### src/design/bsc_pkg.sv
// ----------------------------------------------------------------------------
// bsc_pkg: shared types and constants of the safety check
// Function codes, command beat layout, queue status and back-end states.
// ----------------------------------------------------------------------------
package bsc_pkg;

    localparam int MAX_PROCS_DEF = 8;
    localparam int RESOURCES_DEF = 4;
    localparam int LANES         = 4;
    localparam int AMT_W         = 8;
    localparam int IDX_W         = 3;
    localparam int FUNC_W        = 2;
    localparam int PROCS_W       = 4;
    localparam int SEQ_W         = 3;
    localparam int WORK_W        = 12;
    localparam int CMDQ_DEPTH    = 4;

    localparam logic [WORK_W-1:0]  WORK_MAX    = {WORK_W{1'b1}};
    localparam logic [PROCS_W-1:0] PROCS_RESET = 4'd8;

    typedef enum logic [FUNC_W-1:0] {
        FUNC_AVAIL = 2'd0,
        FUNC_ROW   = 2'd1,
        FUNC_CHECK = 2'd2
    } t_func;

    typedef struct packed {
        t_func                       op;
        logic [IDX_W-1:0]            idx;
        logic [LANES-1:0][AMT_W-1:0] amount;
        logic [LANES-1:0][AMT_W-1:0] claim;
    } t_cmd;

    typedef struct packed {
        logic valid;
        t_cmd cmd;
    } t_cmdq_wr;

    typedef struct packed {
        logic empty;
        logic full;
    } t_cmdq_status;

    typedef enum logic [1:0] {
        ST_IDLE,
        ST_WALK,
        ST_EMIT
    } t_back_state;

    // Add an allocation to a working sum, clamp at the top of the range.
    function automatic logic [WORK_W-1:0] sat_add(input logic [WORK_W-1:0] work,
                                                  input logic [AMT_W-1:0]  amt);
        logic [WORK_W:0] sum;
        sum = {1'b0, work} + {{(WORK_W+1-AMT_W){1'b0}}, amt};
        return sum[WORK_W] ? WORK_MAX : sum[WORK_W-1:0];
    endfunction

endpackage

### src/design/bsc_front.sv
// ----------------------------------------------------------------------------
// bsc_front: input side of the safety check
// Accepts item beats, drops unknown functions and out-of-range row loads,
// and forwards the rest as command beats to the command queue.
// ----------------------------------------------------------------------------
module bsc_front #(
    parameter int MAX_PROCS = bsc_pkg::MAX_PROCS_DEF
) (
    input  logic                                              push,
    input  bsc_pkg::t_cmdq_status                             i_q_status,
    input  logic [bsc_pkg::FUNC_W-1:0]                        i_func,
    input  logic [bsc_pkg::IDX_W-1:0]                         i_proc_index,
    input  logic [bsc_pkg::LANES-1:0][bsc_pkg::AMT_W-1:0]     i_amount,
    input  logic [bsc_pkg::LANES-1:0][bsc_pkg::AMT_W-1:0]     i_claim,
    output bsc_pkg::t_cmdq_wr                                 o_wr
);

    logic w_accept;
    logic w_keep;

    assign w_accept = push && !i_q_status.full;

    // Classify the beat: keep loads of a real row, the avail load and checks
    always_comb begin
        case (bsc_pkg::t_func'(i_func))
            bsc_pkg::FUNC_AVAIL: w_keep = 1'b1;
            bsc_pkg::FUNC_ROW:   w_keep = ({29'd0, i_proc_index} < 32'(MAX_PROCS));
            bsc_pkg::FUNC_CHECK: w_keep = 1'b1;
            default:             w_keep = 1'b0;
        endcase
    end

    // Build the command beat
    always_comb begin
        o_wr.valid      = w_accept && w_keep;
        o_wr.cmd.op     = bsc_pkg::t_func'(i_func);
        o_wr.cmd.idx    = i_proc_index;
        o_wr.cmd.amount = i_amount;
        o_wr.cmd.claim  = i_claim;
    end

endmodule

### src/design/bsc_cmd_queue.sv
// ----------------------------------------------------------------------------
// bsc_cmd_queue: command queue between front and back
// Small FIFO of command beats so the front keeps taking items while the
// back walks a check.
// ----------------------------------------------------------------------------
module bsc_cmd_queue (
    input  logic                  i_clk,
    input  logic                  i_rst_n,
    input  bsc_pkg::t_cmdq_wr     i_wr,
    input  logic                  i_pop,
    output bsc_pkg::t_cmd         o_head,
    output bsc_pkg::t_cmdq_status o_status
);

    localparam int DEPTH = bsc_pkg::CMDQ_DEPTH;
    localparam int PTR_W = (DEPTH > 1) ? $clog2(DEPTH) : 1;
    localparam int CNT_W = $clog2(DEPTH + 1);

    bsc_pkg::t_cmd    r_mem [DEPTH];
    logic [PTR_W-1:0] r_wr_ptr, n_wr_ptr;
    logic [PTR_W-1:0] r_rd_ptr, n_rd_ptr;
    logic [CNT_W-1:0] r_cnt, n_cnt;
    logic             w_do_pop;

    assign w_do_pop = i_pop && (r_cnt != '0);

    // Advance pointers and fill count
    always_comb begin
        n_wr_ptr = r_wr_ptr;
        n_rd_ptr = r_rd_ptr;
        n_cnt    = r_cnt;
        if (i_wr.valid) begin
            n_wr_ptr = (r_wr_ptr == PTR_W'(DEPTH - 1)) ? '0 : r_wr_ptr + PTR_W'(1);
        end
        if (w_do_pop) begin
            n_rd_ptr = (r_rd_ptr == PTR_W'(DEPTH - 1)) ? '0 : r_rd_ptr + PTR_W'(1);
        end
        if (i_wr.valid && !w_do_pop) begin
            n_cnt = r_cnt + CNT_W'(1);
        end else if (!i_wr.valid && w_do_pop) begin
            n_cnt = r_cnt - CNT_W'(1);
        end
    end

    always_ff @(posedge i_clk) begin
        if (!i_rst_n) begin
            r_wr_ptr <= '0;
            r_rd_ptr <= '0;
            r_cnt    <= '0;
        end else begin
            r_wr_ptr <= n_wr_ptr;
            r_rd_ptr <= n_rd_ptr;
            r_cnt    <= n_cnt;
        end
    end

    // Store the beat
    always_ff @(posedge i_clk) begin
        if (i_wr.valid) begin
            r_mem[r_wr_ptr] <= i_wr.cmd;
        end
    end

    assign o_head         = r_mem[r_rd_ptr];
    assign o_status.empty = (r_cnt == '0);
    assign o_status.full  = (r_cnt == CNT_W'(DEPTH));

endmodule

### src/design/bsc_back.sv
// ----------------------------------------------------------------------------
// bsc_back: execution side of the safety check
// Holds the row stores and the free vector, walks the rows one per cycle
// during a check, buffers the safe sequence and hands it out one result
// beat at a time.
// ----------------------------------------------------------------------------
module bsc_back #(
    parameter int MAX_PROCS = bsc_pkg::MAX_PROCS_DEF,
    parameter int RESOURCES = bsc_pkg::RESOURCES_DEF
) (
    input  logic                          i_clk,
    input  logic                          i_rst_n,
    input  logic                          i_cfg_valid,
    input  logic [bsc_pkg::PROCS_W-1:0]   i_cfg_data,
    output logic                          o_cfg_ready,
    input  bsc_pkg::t_cmd                 i_head,
    input  bsc_pkg::t_cmdq_status         i_q_status,
    output logic                          o_q_pop,
    input  logic                          i_pop,
    output logic                          o_empty,
    output logic                          o_safe_state,
    output logic [bsc_pkg::SEQ_W-1:0]     o_seq_process,
    output logic                          o_last_result
);

    localparam int ROW_W  = (MAX_PROCS > 1) ? $clog2(MAX_PROCS) : 1;
    localparam int CNT_W  = $clog2(MAX_PROCS + 1);
    localparam int AMT_W  = bsc_pkg::AMT_W;
    localparam int WORK_W = bsc_pkg::WORK_W;

    bsc_pkg::t_back_state       r_state, n_state;
    logic [bsc_pkg::PROCS_W-1:0] r_procs;
    logic [AMT_W-1:0]           r_avail [RESOURCES];
    logic [AMT_W-1:0]           r_claim [MAX_PROCS][RESOURCES];
    logic [AMT_W-1:0]           r_alloc [MAX_PROCS][RESOURCES];
    logic [WORK_W-1:0]          r_work  [RESOURCES];
    logic [MAX_PROCS-1:0]       r_done;
    logic [ROW_W-1:0]           r_seq   [MAX_PROCS];
    logic [CNT_W-1:0]           r_count, n_count;
    logic [CNT_W-1:0]           r_n, n_n;
    logic [ROW_W-1:0]           r_p, n_p;
    logic [ROW_W-1:0]           r_k, n_k;
    logic                       r_found, n_found;
    logic                       r_unsafe, n_unsafe;

    logic                       w_avail_we;
    logic                       w_row_we;
    logic                       w_start;
    logic                       w_take;
    logic                       w_fits;
    logic                       w_last_row;
    logic                       w_last_out;
    logic [CNT_W-1:0]           w_count_inc;
    logic [CNT_W-1:0]           w_n_clamp;
    logic [ROW_W-1:0]           w_row_addr;
    logic [WORK_W-1:0]          w_work_sum [RESOURCES];

    assign o_cfg_ready = 1'b1;

    // Clamp the row count to 1 .. MAX_PROCS
    always_comb begin
        if (r_procs == '0) begin
            w_n_clamp = CNT_W'(1);
        end else if ({28'd0, r_procs} > 32'(MAX_PROCS)) begin
            w_n_clamp = CNT_W'(MAX_PROCS);
        end else begin
            w_n_clamp = CNT_W'(r_procs);
        end
    end

    // Test the current row against the working vector, form the new sums
    always_comb begin
        w_fits = 1'b1;
        for (int j = 0; j < RESOURCES; j++) begin
            if (r_claim[r_p][j] > r_alloc[r_p][j]) begin
                if ({{(WORK_W-AMT_W){1'b0}}, r_claim[r_p][j] - r_alloc[r_p][j]} > r_work[j]) begin
                    w_fits = 1'b0;
                end
            end
            w_work_sum[j] = bsc_pkg::sat_add(r_work[j], r_alloc[r_p][j]);
        end
    end

    assign w_take      = (r_state == bsc_pkg::ST_WALK) && !r_done[r_p] && w_fits;
    assign w_count_inc = r_count + CNT_W'(w_take);
    assign w_last_row  = (CNT_W'(r_p) == r_n - CNT_W'(1));
    assign w_last_out  = r_unsafe || (CNT_W'(r_k) == r_count - CNT_W'(1));
    assign w_row_addr  = ROW_W'(i_head.idx);

    // Sequence the walk: next state and handshakes
    always_comb begin
        n_state    = r_state;
        n_count    = r_count;
        n_n        = r_n;
        n_p        = r_p;
        n_k        = r_k;
        n_found    = r_found;
        n_unsafe   = r_unsafe;
        o_q_pop    = 1'b0;
        w_avail_we = 1'b0;
        w_row_we   = 1'b0;
        w_start    = 1'b0;
        case (r_state)
            bsc_pkg::ST_IDLE: begin
                if (!i_q_status.empty) begin
                    o_q_pop = 1'b1;
                    case (i_head.op)
                        bsc_pkg::FUNC_AVAIL: w_avail_we = 1'b1;
                        bsc_pkg::FUNC_ROW:   w_row_we   = 1'b1;
                        bsc_pkg::FUNC_CHECK: begin
                            w_start = 1'b1;
                            n_state = bsc_pkg::ST_WALK;
                            n_count = '0;
                            n_n     = w_n_clamp;
                            n_p     = '0;
                            n_found = 1'b0;
                        end
                        default: ;
                    endcase
                end
            end
            bsc_pkg::ST_WALK: begin
                n_count = w_count_inc;
                n_found = r_found || w_take;
                if (w_count_inc == r_n) begin
                    n_state  = bsc_pkg::ST_EMIT;
                    n_unsafe = 1'b0;
                    n_k      = '0;
                end else if (w_last_row) begin
                    if (!(r_found || w_take)) begin
                        n_state  = bsc_pkg::ST_EMIT;
                        n_unsafe = 1'b1;
                        n_k      = '0;
                    end else begin
                        n_p     = '0;
                        n_found = 1'b0;
                    end
                end else begin
                    n_p = r_p + ROW_W'(1);
                end
            end
            bsc_pkg::ST_EMIT: begin
                if (i_pop) begin
                    if (w_last_out) begin
                        n_state = bsc_pkg::ST_IDLE;
                    end else begin
                        n_k = r_k + ROW_W'(1);
                    end
                end
            end
            default: n_state = bsc_pkg::ST_IDLE;
        endcase
    end

    // Control registers, free vector, working vector and finished flags
    always_ff @(posedge i_clk) begin
        if (!i_rst_n) begin
            r_state  <= bsc_pkg::ST_IDLE;
            r_procs  <= bsc_pkg::PROCS_RESET;
            r_count  <= '0;
            r_n      <= '0;
            r_p      <= '0;
            r_k      <= '0;
            r_found  <= 1'b0;
            r_unsafe <= 1'b0;
            r_done   <= '0;
            for (int j = 0; j < RESOURCES; j++) begin
                r_avail[j] <= '0;
                r_work[j]  <= '0;
            end
        end else begin
            r_state  <= n_state;
            r_count  <= n_count;
            r_n      <= n_n;
            r_p      <= n_p;
            r_k      <= n_k;
            r_found  <= n_found;
            r_unsafe <= n_unsafe;
            if (i_cfg_valid) begin
                r_procs <= i_cfg_data;
            end
            if (w_avail_we) begin
                for (int j = 0; j < RESOURCES; j++) begin
                    r_avail[j] <= i_head.amount[j];
                end
            end
            if (w_start) begin
                r_done <= '0;
                for (int j = 0; j < RESOURCES; j++) begin
                    r_work[j] <= {{(WORK_W-AMT_W){1'b0}}, r_avail[j]};
                end
            end else if (w_take) begin
                r_done[r_p] <= 1'b1;
                for (int j = 0; j < RESOURCES; j++) begin
                    r_work[j] <= w_work_sum[j];
                end
            end
        end
    end

    // Row stores and sequence buffer
    always_ff @(posedge i_clk) begin
        if (w_row_we) begin
            for (int j = 0; j < RESOURCES; j++) begin
                r_alloc[w_row_addr][j] <= i_head.amount[j];
                r_claim[w_row_addr][j] <= i_head.claim[j];
            end
        end
        if (w_take) begin
            r_seq[r_count[ROW_W-1:0]] <= r_p;
        end
    end

    // Present the result beat
    assign o_empty       = (r_state != bsc_pkg::ST_EMIT);
    assign o_safe_state  = !r_unsafe;
    assign o_seq_process = r_unsafe ? '0 : bsc_pkg::SEQ_W'(r_seq[r_k]);
    assign o_last_result = w_last_out;

    // Checks
    a_walk_count: assert property (@(posedge i_clk) disable iff (!i_rst_n)
        (r_state == bsc_pkg::ST_WALK) |-> (r_count < r_n))
        else $error("walk count reached row count inside the walk");

    a_pop_idle: assert property (@(posedge i_clk) disable iff (!i_rst_n)
        o_q_pop |-> (r_state == bsc_pkg::ST_IDLE))
        else $error("command popped while a check is running");

    a_last_done: assert property (@(posedge i_clk) disable iff (!i_rst_n)
        ((r_state == bsc_pkg::ST_EMIT) && i_pop && w_last_out)
        |=> (r_state == bsc_pkg::ST_IDLE))
        else $error("check did not end after its last result beat");

    a_unsafe_short: assert property (@(posedge i_clk) disable iff (!i_rst_n)
        ((r_state == bsc_pkg::ST_EMIT) && r_unsafe) |-> (r_count < r_n))
        else $error("unsafe result although every row finished");

    a_safe_full: assert property (@(posedge i_clk) disable iff (!i_rst_n)
        ((r_state == bsc_pkg::ST_EMIT) && !r_unsafe) |-> (r_count == r_n))
        else $error("safe sequence shorter than the row count");

endmodule

### src/design/bankers_safety_check.sv
// Flow: a load enters the command queue and takes effect when the idle back pops it;
// a check starts when popped, walks one row per cycle for up to n passes of n rows
// (n = clamped procs_in_use), then one result beat per cycle while pop is held.
// Throughput: loads 1 per cycle while idle; checks are serialized by the row walk.
// Input is queued 4 deep, so items are taken while a check walks or results wait.
// Reset (synchronous, active low): command queue empty, free vector zero, procs_in_use 8.
// ----------------------------------------------------------------------------
// bankers_safety_check: deadlock-avoidance safety check
// Front classifies item beats, a command queue decouples it from the back,
// which holds the row stores and runs the safety walk.
// ----------------------------------------------------------------------------
module bankers_safety_check #(
    parameter int MAX_PROCS = bsc_pkg::MAX_PROCS_DEF,
    parameter int RESOURCES = bsc_pkg::RESOURCES_DEF
) (
    input  logic                          i_clk,
    input  logic                          i_rst_n,
    input  logic                          i_cfg_valid,
    input  logic [bsc_pkg::PROCS_W-1:0]   i_cfg_data,
    output logic                          o_cfg_ready,
    input  logic                          push,
    output logic                          full,
    input  logic [bsc_pkg::FUNC_W-1:0]    i_func,
    input  logic [bsc_pkg::IDX_W-1:0]     i_proc_index,
    input  logic [bsc_pkg::AMT_W-1:0]     i_amount_r0,
    input  logic [bsc_pkg::AMT_W-1:0]     i_amount_r1,
    input  logic [bsc_pkg::AMT_W-1:0]     i_amount_r2,
    input  logic [bsc_pkg::AMT_W-1:0]     i_amount_r3,
    input  logic [bsc_pkg::AMT_W-1:0]     i_claim_r0,
    input  logic [bsc_pkg::AMT_W-1:0]     i_claim_r1,
    input  logic [bsc_pkg::AMT_W-1:0]     i_claim_r2,
    input  logic [bsc_pkg::AMT_W-1:0]     i_claim_r3,
    output logic                          empty,
    input  logic                          pop,
    output logic                          o_safe_state,
    output logic [bsc_pkg::SEQ_W-1:0]     o_seq_process,
    output logic                          o_last_result
);

    bsc_pkg::t_cmdq_wr                                  w_wr;
    bsc_pkg::t_cmdq_status                              w_q_status;
    bsc_pkg::t_cmd                                      w_head;
    logic                                               w_q_pop;
    logic [bsc_pkg::LANES-1:0][bsc_pkg::AMT_W-1:0]      w_amount;
    logic [bsc_pkg::LANES-1:0][bsc_pkg::AMT_W-1:0]      w_claim;

    // Gather the resource lanes
    assign w_amount = {i_amount_r3, i_amount_r2, i_amount_r1, i_amount_r0};
    assign w_claim  = {i_claim_r3, i_claim_r2, i_claim_r1, i_claim_r0};
    assign full     = w_q_status.full;

    bsc_front #(
        .MAX_PROCS (MAX_PROCS)
    ) u_front (
        .push         (push),
        .i_q_status   (w_q_status),
        .i_func       (i_func),
        .i_proc_index (i_proc_index),
        .i_amount     (w_amount),
        .i_claim      (w_claim),
        .o_wr         (w_wr)
    );

    bsc_cmd_queue u_cmd_queue (
        .i_clk    (i_clk),
        .i_rst_n  (i_rst_n),
        .i_wr     (w_wr),
        .i_pop    (w_q_pop),
        .o_head   (w_head),
        .o_status (w_q_status)
    );

    bsc_back #(
        .MAX_PROCS (MAX_PROCS),
        .RESOURCES (RESOURCES)
    ) u_back (
        .i_clk         (i_clk),
        .i_rst_n       (i_rst_n),
        .i_cfg_valid   (i_cfg_valid),
        .i_cfg_data    (i_cfg_data),
        .o_cfg_ready   (o_cfg_ready),
        .i_head        (w_head),
        .i_q_status    (w_q_status),
        .o_q_pop       (w_q_pop),
        .i_pop         (pop),
        .o_empty       (empty),
        .o_safe_state  (o_safe_state),
        .o_seq_process (o_seq_process),
        .o_last_result (o_last_result)
    );

endmodule

### config.mk
export PLATFORM = sky130hd
export DESIGN_NAME = bankers_safety_check
export DESIGN_NICKNAME = d
export VERILOG_FILES = /design/src/design/bsc_pkg.sv /design/src/design/bsc_front.sv /design/src/design/bsc_cmd_queue.sv /design/src/design/bsc_back.sv /design/src/design/bankers_safety_check.sv
export SDC_FILE = /design/constraint.sdc
export NUM_CORES = 1
export LEC_CHECK = 0
export BUFFER_PORTS_ARGS = -buffer_cell sky130_fd_sc_hd__buf_2
export CORE_ASPECT_RATIO = 1.25
export CORE_MARGIN = 10
export CORE_UTILIZATION = 32
export CTS_CLUSTER_DIAMETER = 60
export CTS_CLUSTER_SIZE = 40
export DETAILED_ROUTE_END_ITERATION = 12
export GPL_TIMING_DRIVEN = 0
export PLACE_DENSITY = 0.5
export REMOVE_ABC_BUFFERS = 1
export SYNTH_ARGS = -nofsm -noshare
export SYNTH_HDL_FRONTEND = slang
export SYNTH_SLANG_ARGS = --single-unit
export TNS_END_PERCENT = 10
### constraint.sdc
create_clock -name i_clk -period 9.4 [get_ports i_clk]
set_clock_uncertainty 0.2 [all_clocks]
set_input_delay 1.41 -clock i_clk [delete_from_list [all_inputs] [get_ports i_clk]]
set_output_delay 1.41 -clock i_clk [all_outputs]
set_load 0.05 [all_outputs]
==> Word-level counts from Yosys, hierarchy flattened <==
Memories as Yosys holds them, arrays and structs flattened. A register that Yosys moved wholly into a read port is not among the register bits.
Cells that the tools add are included.
{ "classes": {"addsub": 17, "multipliers": 0, "div": 0, "magnitude_cmp": 11, "eq_ne": 23, "shift": 0, "muxes": 102, "n_bitwise": 15, "reduce_logical": 33} }
{ "ops": {"columns": ["cell", "n"], "rows": [
  ["12-bit two-way mux", 12],
  ["3-bit two-way mux", 19],
  ["12-bit by 8-bit adder with 13-bit output", 4],
  ["8-bit by 12-bit > comparator with 1-bit output", 4],
  ["1-bit two-way mux", 45],
  ["8-bit > comparator", 4],
  ["8-bit two-way mux", 4],
  ["8-bit subtractor", 4],
  ["2-bit two-way mux", 11],
  ["4-bit two-way mux", 4],
  ["2-bit inequality test, second input constant", 8],
  ["1-bit bitwise OR", 12],
  ["3-bit case mux with 2 select lines", 2],
  ["2-bit == test, second input constant", 5],
  ["5-bit AND reduction", 2],
  ["3-bit by 1-bit adder with 3-bit output, second input constant", 3],
  ["3-bit AND reduction", 3],
  ["3-bit by 4-bit == test with 1-bit output", 2],
  ["1-bit logical AND", 8],
  ["8-bit bitwise OR", 1],
  ["4-bit case mux with 2 select lines", 1],
  ["2-bit nonzero test", 4],
  ["4-bit by 1-bit subtractor with 4-bit output, second input constant", 2],
  ["2-bit by 1-bit == test with 1-bit output, second input constant", 3],
  ["24 further kinds", 34]
]} }
{ "totals": {"ff_bits": 37, "latch_bits": 0, "mem_bits_rw": 892, "rom_bits": 0, "in_bits": 78, "output_inout_bits": 8, "wordCells": 219, "n_memories": 6} }
{ "memory_table": {"columns": ["memory", "words", "width", "rd", "rd_ports_with_merged_regs", "write_ports", "line", "source"], "rows": [
  ["u_cmd_queue.r_mem", 4, 69, 1, 1, 1, "bsc_cmd_queue.sv:19", "bsc_pkg::t_cmd r_mem [DEPTH];"],
  ["u_back.r_alloc", 8, 32, 1, 1, 1, "bsc_back.sv:35", "logic [AMT_W-1:0] r_alloc [MAX_PROCS][RESOURCES];"],
  ["u_back.r_claim", 8, 32, 1, 1, 1, "bsc_back.sv:34", "logic [AMT_W-1:0] r_claim [MAX_PROCS][RESOURCES];"],
  ["u_back.r_work", 4, 12, 4, 0, 4, "bsc_back.sv:36", "logic [WORK_W-1:0] r_work [RESOURCES];"],
  ["u_back.r_avail", 4, 8, 4, 0, 4, "bsc_back.sv:33", "logic [AMT_W-1:0] r_avail [RESOURCES];"],
  ["u_back.r_seq", 8, 3, 1, 1, 1, "bsc_back.sv:38", "logic [ROW_W-1:0] r_seq [MAX_PROCS];"]
]} }

==> Logic depth before layout (Yosys ltp) <==
Gate-level depths: netlist (run 1).
{ "depth": {"depth_word": 18, "mapped_depth": 32, "mapped_depth_nobuf": 28} }

==> By module <==
From an unflattened synthesis (run 1), not the netlist that was laid out.
{ "hier_totals": {"cells_unflattened": 2218, "hier_area_um2": 39639.3} }
{ "by_module_without_submodules": {"columns": ["mod", "n_inst", "cells_per_inst", "area_per_inst_um2", "seq_area_each_um2"], "rows": [
  ["bsc_back", 1, 1740, 28680.0, 19178.4],
  ["bsc_cmd_queue", 1, 407, 10425.0, 8468.1],
  ["bsc_front", 1, 71, 534.3, 0.0]
]} }

==> Worst setup path before layout (run 1) <==
No wires, ideal clock.
{ "synth_path": {"path_type": "register -> register", "start": "register (tool-made name)", "end": "register (tool-made name)", "setup_time_ns": 0.115, "arrival_time_ns": 6.300, "t_required_ns": 9.085, "path_slack_ns": 2.786, "path_stages_with_launch": 33, "n_path_buf": 4, "synth_period_minus_slack_ns": 6.614, "cell_sequence": "dfxtp_1 clkbuf_1 buf_1 mux4_2 mux2i_1 ha_1 nor2b_1 o21ai_0 a21boi_0 o21ai_0 nand2b_1 a21o_1 a21oi_1 xnor2_1 ha_1 nand4_1 o221a_2 o21ai_0 a211oi_1 nor4b_4 and2_1 buf_4 buf_2 ha_1 ha_1 xor2_1 xnor2_1 nand4_1 nand2_1 inv_1 o211ai_2 a21boi_1 o21a_1"} }

==> metrics.md, run 1 <==
| Metric | Value |
|---|---|
| Routed Antenna Nets | 0 |
| Period utilization | 88.6% |
| Die ar. | 136000 um^2 |
| Global-route wire length before repair | 130000 um |
| Worst min-delay path startpoint | u_back.r_done[2]$_SDFFE_PP0P_ |
| Antenna violations before repair | 10 |
| Unique masters post-synth | 65 |
| Final nets | 2465 |
| FMAX | 0.120 GHz |
| Root buf cell | clkbuf_16 |
| Starting Density | 32.2% |
| WP data required | 9.74 ns |
| Yosys top cell area share | 68.3% |
| Clk_lat worst skew | 0.66 ns |
| Number of global-route vias before repair | 21000 |
| Instance count of the mapped netlist | 2155 |
| DRT Pass-1 Iters | 5 |
| Clock Path Buffers | 3 |
| Non-Filler Instances | 3918 |
| Clock buffers created by TritonCTS | 70 |
| Share of cells above drive strength 1 | 22.2% |
| Async SR Flop Fraction | 0% |
| Critical Path Slowest Stage Cell | dfxtp_4 |
| Cell taking the most area after synthesis | edfxtp_1 |
| Final min period | 8.33 ns |
| Placed Area | 42100 um^2 |
| Hpwl dp | 55500 um |
| Row count | 143 |
| Layout Area Growth over Synthesis | 14.3% |
| Gr usage total | 12.4% |
| H-tree Lvls | 3 |
| Ports | 86 |
| Synth top area cells | edfxtp_1 68%, mux4_2 12%, ha_1 3.5%, dfxtp_1 2.5%, mux2i_1 1.3% |
| Crit. End Element | flop |
| Critical path class | reg -> reg |
| Max VDD drop | 0.000119 V |
| Commonest register cell after synthesis | edfxtp_1 |
| CTS resizes | 0 |
| Final setup margin | 1.07 ns |
| Synth Warn # | 0 |
| Crit path arrival time | 8.67 ns |
| Residual DRC | 0 |
| Setup repair bufs after CTS | 0 |
| CP dominant cell by count | ha_1 |
| Pre-CTS setup slack | 0.483 ns |
| Via Count | 19500 |
| Final hold vios | 0 |
| MaxCap Viol Count | 0 |
| GP Congestion | 0.771 |
| Grt total ovfl | 0 |
| Leakage | 14.4 nW |
| Largest net degree at the start of global routing | 59 |
| Final setup viols | 0 |
| Hold Buf Count CTS | 0 |
| Slew of the pin with the lowest slew margin | 1.00 ns |
| Worst setup SP type | flop |
| RSZ-0062 raised after global routing | false |
| Clk sink count | 937 |
| Max-slew violations | 0 |
| Wirelength per Cell | 21.9 um |
| Min-delay worst type | reg -> reg |
| PwrDens | 242 nW/um^2 |
| Core Area | 121000 um^2 |
| Worst path max stage delay | 0.91 ns |
| Die Height | 411 um |
| Number of enable flip-flop cells after synthesis | 888 |
| Routed wire length | 86000 um |
| Average cell area after synthesis | 18.1 um^2 |
| Critical path fanouts, max | 37 |
| Setup TNS | 0 ns |
| # placed instances | 3792 |
| Synthesized area | 39000 um^2 |
| Die width | 332 um |
| Yosys reg bits | 937 |
| Register area share after synthesis | 70.8% |
| Outcome | finished clean |
| Initial DRC Count | 1152 |
| Final Cell Area | 44600 um^2 |
| CTS tree | built |
| Slew HR | 32.7% |
| # port buffers | 84 |
| CTS clock-pin slew for the worst setup and hold paths | 0.08 ns |
| Vias per Instance | 4.97 |
==> metrics by stage <==
step / hold WS, ns / power, W / util (%)
2_1_floorplan: 0.229 / 0.00694 / -
3_3_place_gp: 0.244 / 0.00762 / 33.9
3_5_place_dp: 0.259 / 0.00770 / 34.7
4_1_cts: 0.277 / 0.0110 / 36.8
5_1_grt: 0.286 / 0.0113 / 36.8
6_report: 0.281 / 0.0108 / 36.8
==> kinds of logic after synthesis <==
kind of cell | synth area share, %
flip-flops | 70.8
AND/OR/NAND/NOR | 4.33
multiplexers | 13.9
AO/OA/AOI/OAI | 3.90
buffers and inverters | 1.83
adder cells (fa/ha/maj) | 3.92
XOR/XNOR | 1.30
other | 0.00961
==> final timing paths <==
path	slack (ns)	cells past startpoint	to
worst max-delay path	1.07	29	flop
worst min-delay path	0.28	2	u_back.r_done[2]$_SDFFE_PP0P_
worst max register to register	1.07	29	flop
worst min register to register	0.28	2	u_back.r_done[2]$_SDFFE_PP0P_
==> cell usage in the layout (no fill, tap or decap), drive strengths merged, types with 10 or more instances in the layout <==
cell / count
clkbuf: 72
nand3: 19
xnor2: 35
mux4: 203
a21o: 21
ha: 108
a211oi: 13
and2: 39
mux2: 32
a21oi: 57
nand4: 13
nand2: 87
a31oi: 16
edfxtp: 888
nor2b: 22
nor2: 86
inv: 123
xor2: 23
nand2b: 15
mux2i: 49
nor3: 18
clkinv: 22
dfxtp: 49
o21a: 10
buf: 125
o21ai: 65
==> power by group <==
part,switching (W),total (W),internal (W)
logic,0.00130,0.00211,0.000812
registers,0.000173,0.00545,0.00528
clock network,0.00169,0.00323,0.00153
total,0.00316,0.0108,0.00762
==> registers in the layout, indices dropped and copies added (netlist names), 8 cells and up, named ones only <==
register / cells
u_cmd_queue.r_mem: 276
u_back.r_alloc: 256
u_back.r_claim: 256
u_back.r_work: 48
u_back.r_avail: 32
u_back.r_seq: 24
u_back.r_done: 8
==> per-layer routing <==
| layer | vias to the layer above | GRT usage [%] | wire length (um) |
|---|---|---|---|
| met5 | - | 0 | 104 |
| met4 | 18 | 3.78 | 1810 |
| met3 | 119 | 2.16 | 3500 |
| met2 | 315 | 21.9 | 43800 |
| met1 | 10200 | 15.4 | 36800 |
| li1 | 8781 | - | - |
==> synthesized netlist by cell type (3+ instances only) <==
cell	instances
mux4_2	203
nor2_1	86
dfxtp_1	49
edfxtp_1	888
a21oi_1	57
o21bai_1	9
buf_1	21
nand2_1	87
a21o_1	21
nand3_1	19
mux2i_1	49
o21ai_0	64
or3_1	6
nand4_1	13
o21a_1	10
a21boi_0	4
ha_1	108
clkbuf_1	41
or2_2	5
o22ai_1	6
nand2b_1	15
mux2_2	32
nand3b_1	4
and2_1	39
nor2b_1	22
nor3b_1	6
xor2_1	23
nor4_1	6
buf_2	16
and3_1	8
o211ai_1	5
inv_1	98
fa_1	9
a31oi_1	16
a22o_1	5
xnor2_1	35
a311oi_1	4
buf_4	3
a211oi_1	12
nor3_1	18
==> final cells by class <==
type / instances / area, um^2
Clock inverter: 52 / 733
Sequential cell: 937 / 27700
Inverter: 98 / 368
Clock buffer: 72 / 1780
Fill cell: 11300 / 76700
Multi-Input combinational cell: 1038 / 10800
Timing Repair Buffer: 125 / 1320
Antenna cell: 1 / 2.50
Tap cell: 1595 / 2000
==> critical path, delay by kind of cell (launching register included) <==
kind,cells,cell delay [ns]
AO/OA/AOI/OAI,10,2.02
adder cells (fa/ha/maj),5,1.41
AND/OR/NAND/NOR,4,1.34
buffers and inverters,5,1.03
flip-flops,1,0.91
multiplexers,2,0.73
XOR/XNOR,3,0.49
No activity file was read; power rests on OpenSTA's default activity.
==> run 2, diff against run 1 <==
--- a/config.mk
+++ b/config.mk
@@ -6,6 +6,8 @@
 export NUM_CORES = 1
 export LEC_CHECK = 0
 export BUFFER_PORTS_ARGS = -buffer_cell sky130_fd_sc_hd__buf_2
+export CELL_PAD_IN_SITES_DETAIL_PLACEMENT = 1
+export CELL_PAD_IN_SITES_GLOBAL_PLACEMENT = 2
 export CORE_ASPECT_RATIO = 1.25
 export CORE_MARGIN = 10
 export CORE_UTILIZATION = 32
@@ -13,7 +15,7 @@
 export CTS_CLUSTER_SIZE = 40
 export DETAILED_ROUTE_END_ITERATION = 12
 export GPL_TIMING_DRIVEN = 0
-export PLACE_DENSITY = 0.5
+export PLACE_DENSITY = 0.6
 export REMOVE_ABC_BUFFERS = 1
 export SYNTH_ARGS = -nofsm -noshare
 export SYNTH_HDL_FRONTEND = slang
==> metrics.md, run 2 (synthesis gave the netlist of run 1 again) <==
| Metric | Value |
|---|---|
| Leading cell type in the layout, fill and taps excluded | edfxtp_1 |
| Core Area | 121000 um^2 |
| Setup TNS | 0 ns |
| Routed Antenna Nets | 0 |
| Critical path fanouts, max | 31 |
| Final nets | 2462 |
| Number of global-route vias before repair | 21700 |
| Die Height | 411 um |
| Die width | 332 um |
| Layout Area Growth over Synthesis | 14.3% |
| Hpwl dp | 59900 um |
| WP data required | 9.76 ns |
| CP dominant cell by count | ha_1 |
| Non-Filler Instances | 3916 |
| Top Registers | u_cmd_queue.r_mem: 276 flops, u_back.r_alloc: 256 flops, u_back.r_claim: 256 flops |
| MaxCap Viol Count | 0 |
| Max FFs per register | 276 |
| Wirelength per Cell | 22.9 um |
| Via Count | 19300 |
| DRT Pass-1 Iters | 5 |
| Clock buffers created by TritonCTS | 67 |
| Min-delay worst type | reg -> reg |
| Outcome | finished clean |
| Final core occ | 36.8% |
| Biggest register | u_cmd_queue.r_mem |
| GP Congestion | 0.750 |
| Die ar. | 136000 um^2 |
| Critical Path Slowest Stage Cell | dfxtp_4 |
| Most frequent cells in the layout | 888 x edfxtp_1, 203 x mux4_2, 108 x ha_1, 98 x inv_1, 85 x nand2_1 |
| Clock Path Buffers | 3 |
| Max VDD drop | 0.000109 V |
| Starting Density | 32.2% |
| Clk sink count | 937 |
| Crit. End Element | flop |
| Slew of the pin with the lowest slew margin | 1.00 ns |
| Ports | 86 |
| Final hold vios | 0 |
| Final setup viols | 0 |
| Crit path arrival time | 8.71 ns |
| Global-route wire length before repair | 136000 um |
| Leakage | 14.4 nW |
| Share of cells above drive strength 1 | 22.1% |
| Row count | 143 |
| Routed wire length | 89600 um |
| Final min period | 8.34 ns |
| Initial DRC Count | 1251 |
| Grt total ovfl | 0 |
| CTS clock-pin slew for the worst setup and hold paths | 0.08 ns |
| Period utilization | 88.7% |
| Vias per Instance | 4.94 |
| Gr usage total | 13.0% |
| Antenna violations before repair | 5 |
| # placed instances | 3793 |
| Largest net degree at the start of global routing | 55 |
| Worst path max stage delay | 0.66 ns |
| Residual DRC | 0 |
| Diode count | 0 |
| Slew HR | 32.7% |
| Worst setup SP type | flop |
| H-tree Lvls | 3 |
| Clk_lat worst skew | 0.68 ns |
| Max-slew violations | 0 |
| PwrDens | 242 nW/um^2 |
| CTS tree | built |
| Root buf cell | clkbuf_16 |
| RSZ-0062 raised after global routing | false |
| # port buffers | 84 |
| Critical path class | reg -> reg |
| FMAX | 0.120 GHz |
run 2: stage by stage:
step / power [W] / hold WS (ns) / worst slack (ns) / area (um^2)
3_5_place_dp: 0.00775 / 0.266 / 0.386 / 42200
3_3_place_gp: 0.00765 / 0.246 / -6.10 / 41100
5_1_grt: 0.0113 / 0.317 / 0.189 / 44600
2_1_floorplan: 0.00694 / 0.229 / -1.63 / 38700
4_1_cts: 0.0110 / 0.285 / 0.310 / 44600
6_report: 0.0108 / 0.283 / 1.06 / 44600
run 2: layout make-up:
class	instances	area (um^2)
timing repair buffer	125	1370
fill	12000	76700
clock inverter	51	688
tap	1595	2000
inverter	98	368
multi-input combinational	1038	10800
clock buffer	72	1760
sequential	937	27700
run 2: worst max-delay path, delay by kind of cell (launching register included):
kind | cells | cell delay (ns)
AOI/OAI and AO/OA | 11 | 1.98
and+or+nand+nor | 7 | 1.72
adders and majority gates | 4 | 1.14
muxes | 2 | 1.08
buffers and inverters | 4 | 0.91
DFF | 1 | 0.66
xor gates and xnor gates | 3 | 0.45
run 2: power breakdown:
group	switching [W]	leakage, nW	internal, W
clock	0.00169	1.17	0.00150
combinational	0.00133	4.72	0.000818
sequential	0.000172	8.54	0.00528
run 2: repair_timing:
action                     in CTS  in global routing
hold endpoints to repair        0                  0
resized for setup               0                  2
setup endpoints to repair       0                 15
buffers inserted                0                  0
hold buffers                    0                  0
run 2: path summary, 6_finish.rpt:
path                                  from  cells past startpoint  slack, ns                             to
max                                   flop                     31       1.06                           flop
min          u_back.r_done[6]$_SDFFE_PP0P_                      2       0.28  u_back.r_done[6]$_SDFFE_PP0P_
max reg2reg                           flop                     31       1.06                           flop
min reg2reg  u_back.r_done[6]$_SDFFE_PP0P_                      2       0.28  u_back.r_done[6]$_SDFFE_PP0P_
run 2: layer usage:
layer	track usage [%]	part of all wire, %
met1	15.8	42
met2	23.5	52
met3	1.99	3.3
met4	4.24	2.5
met5	0	0.023
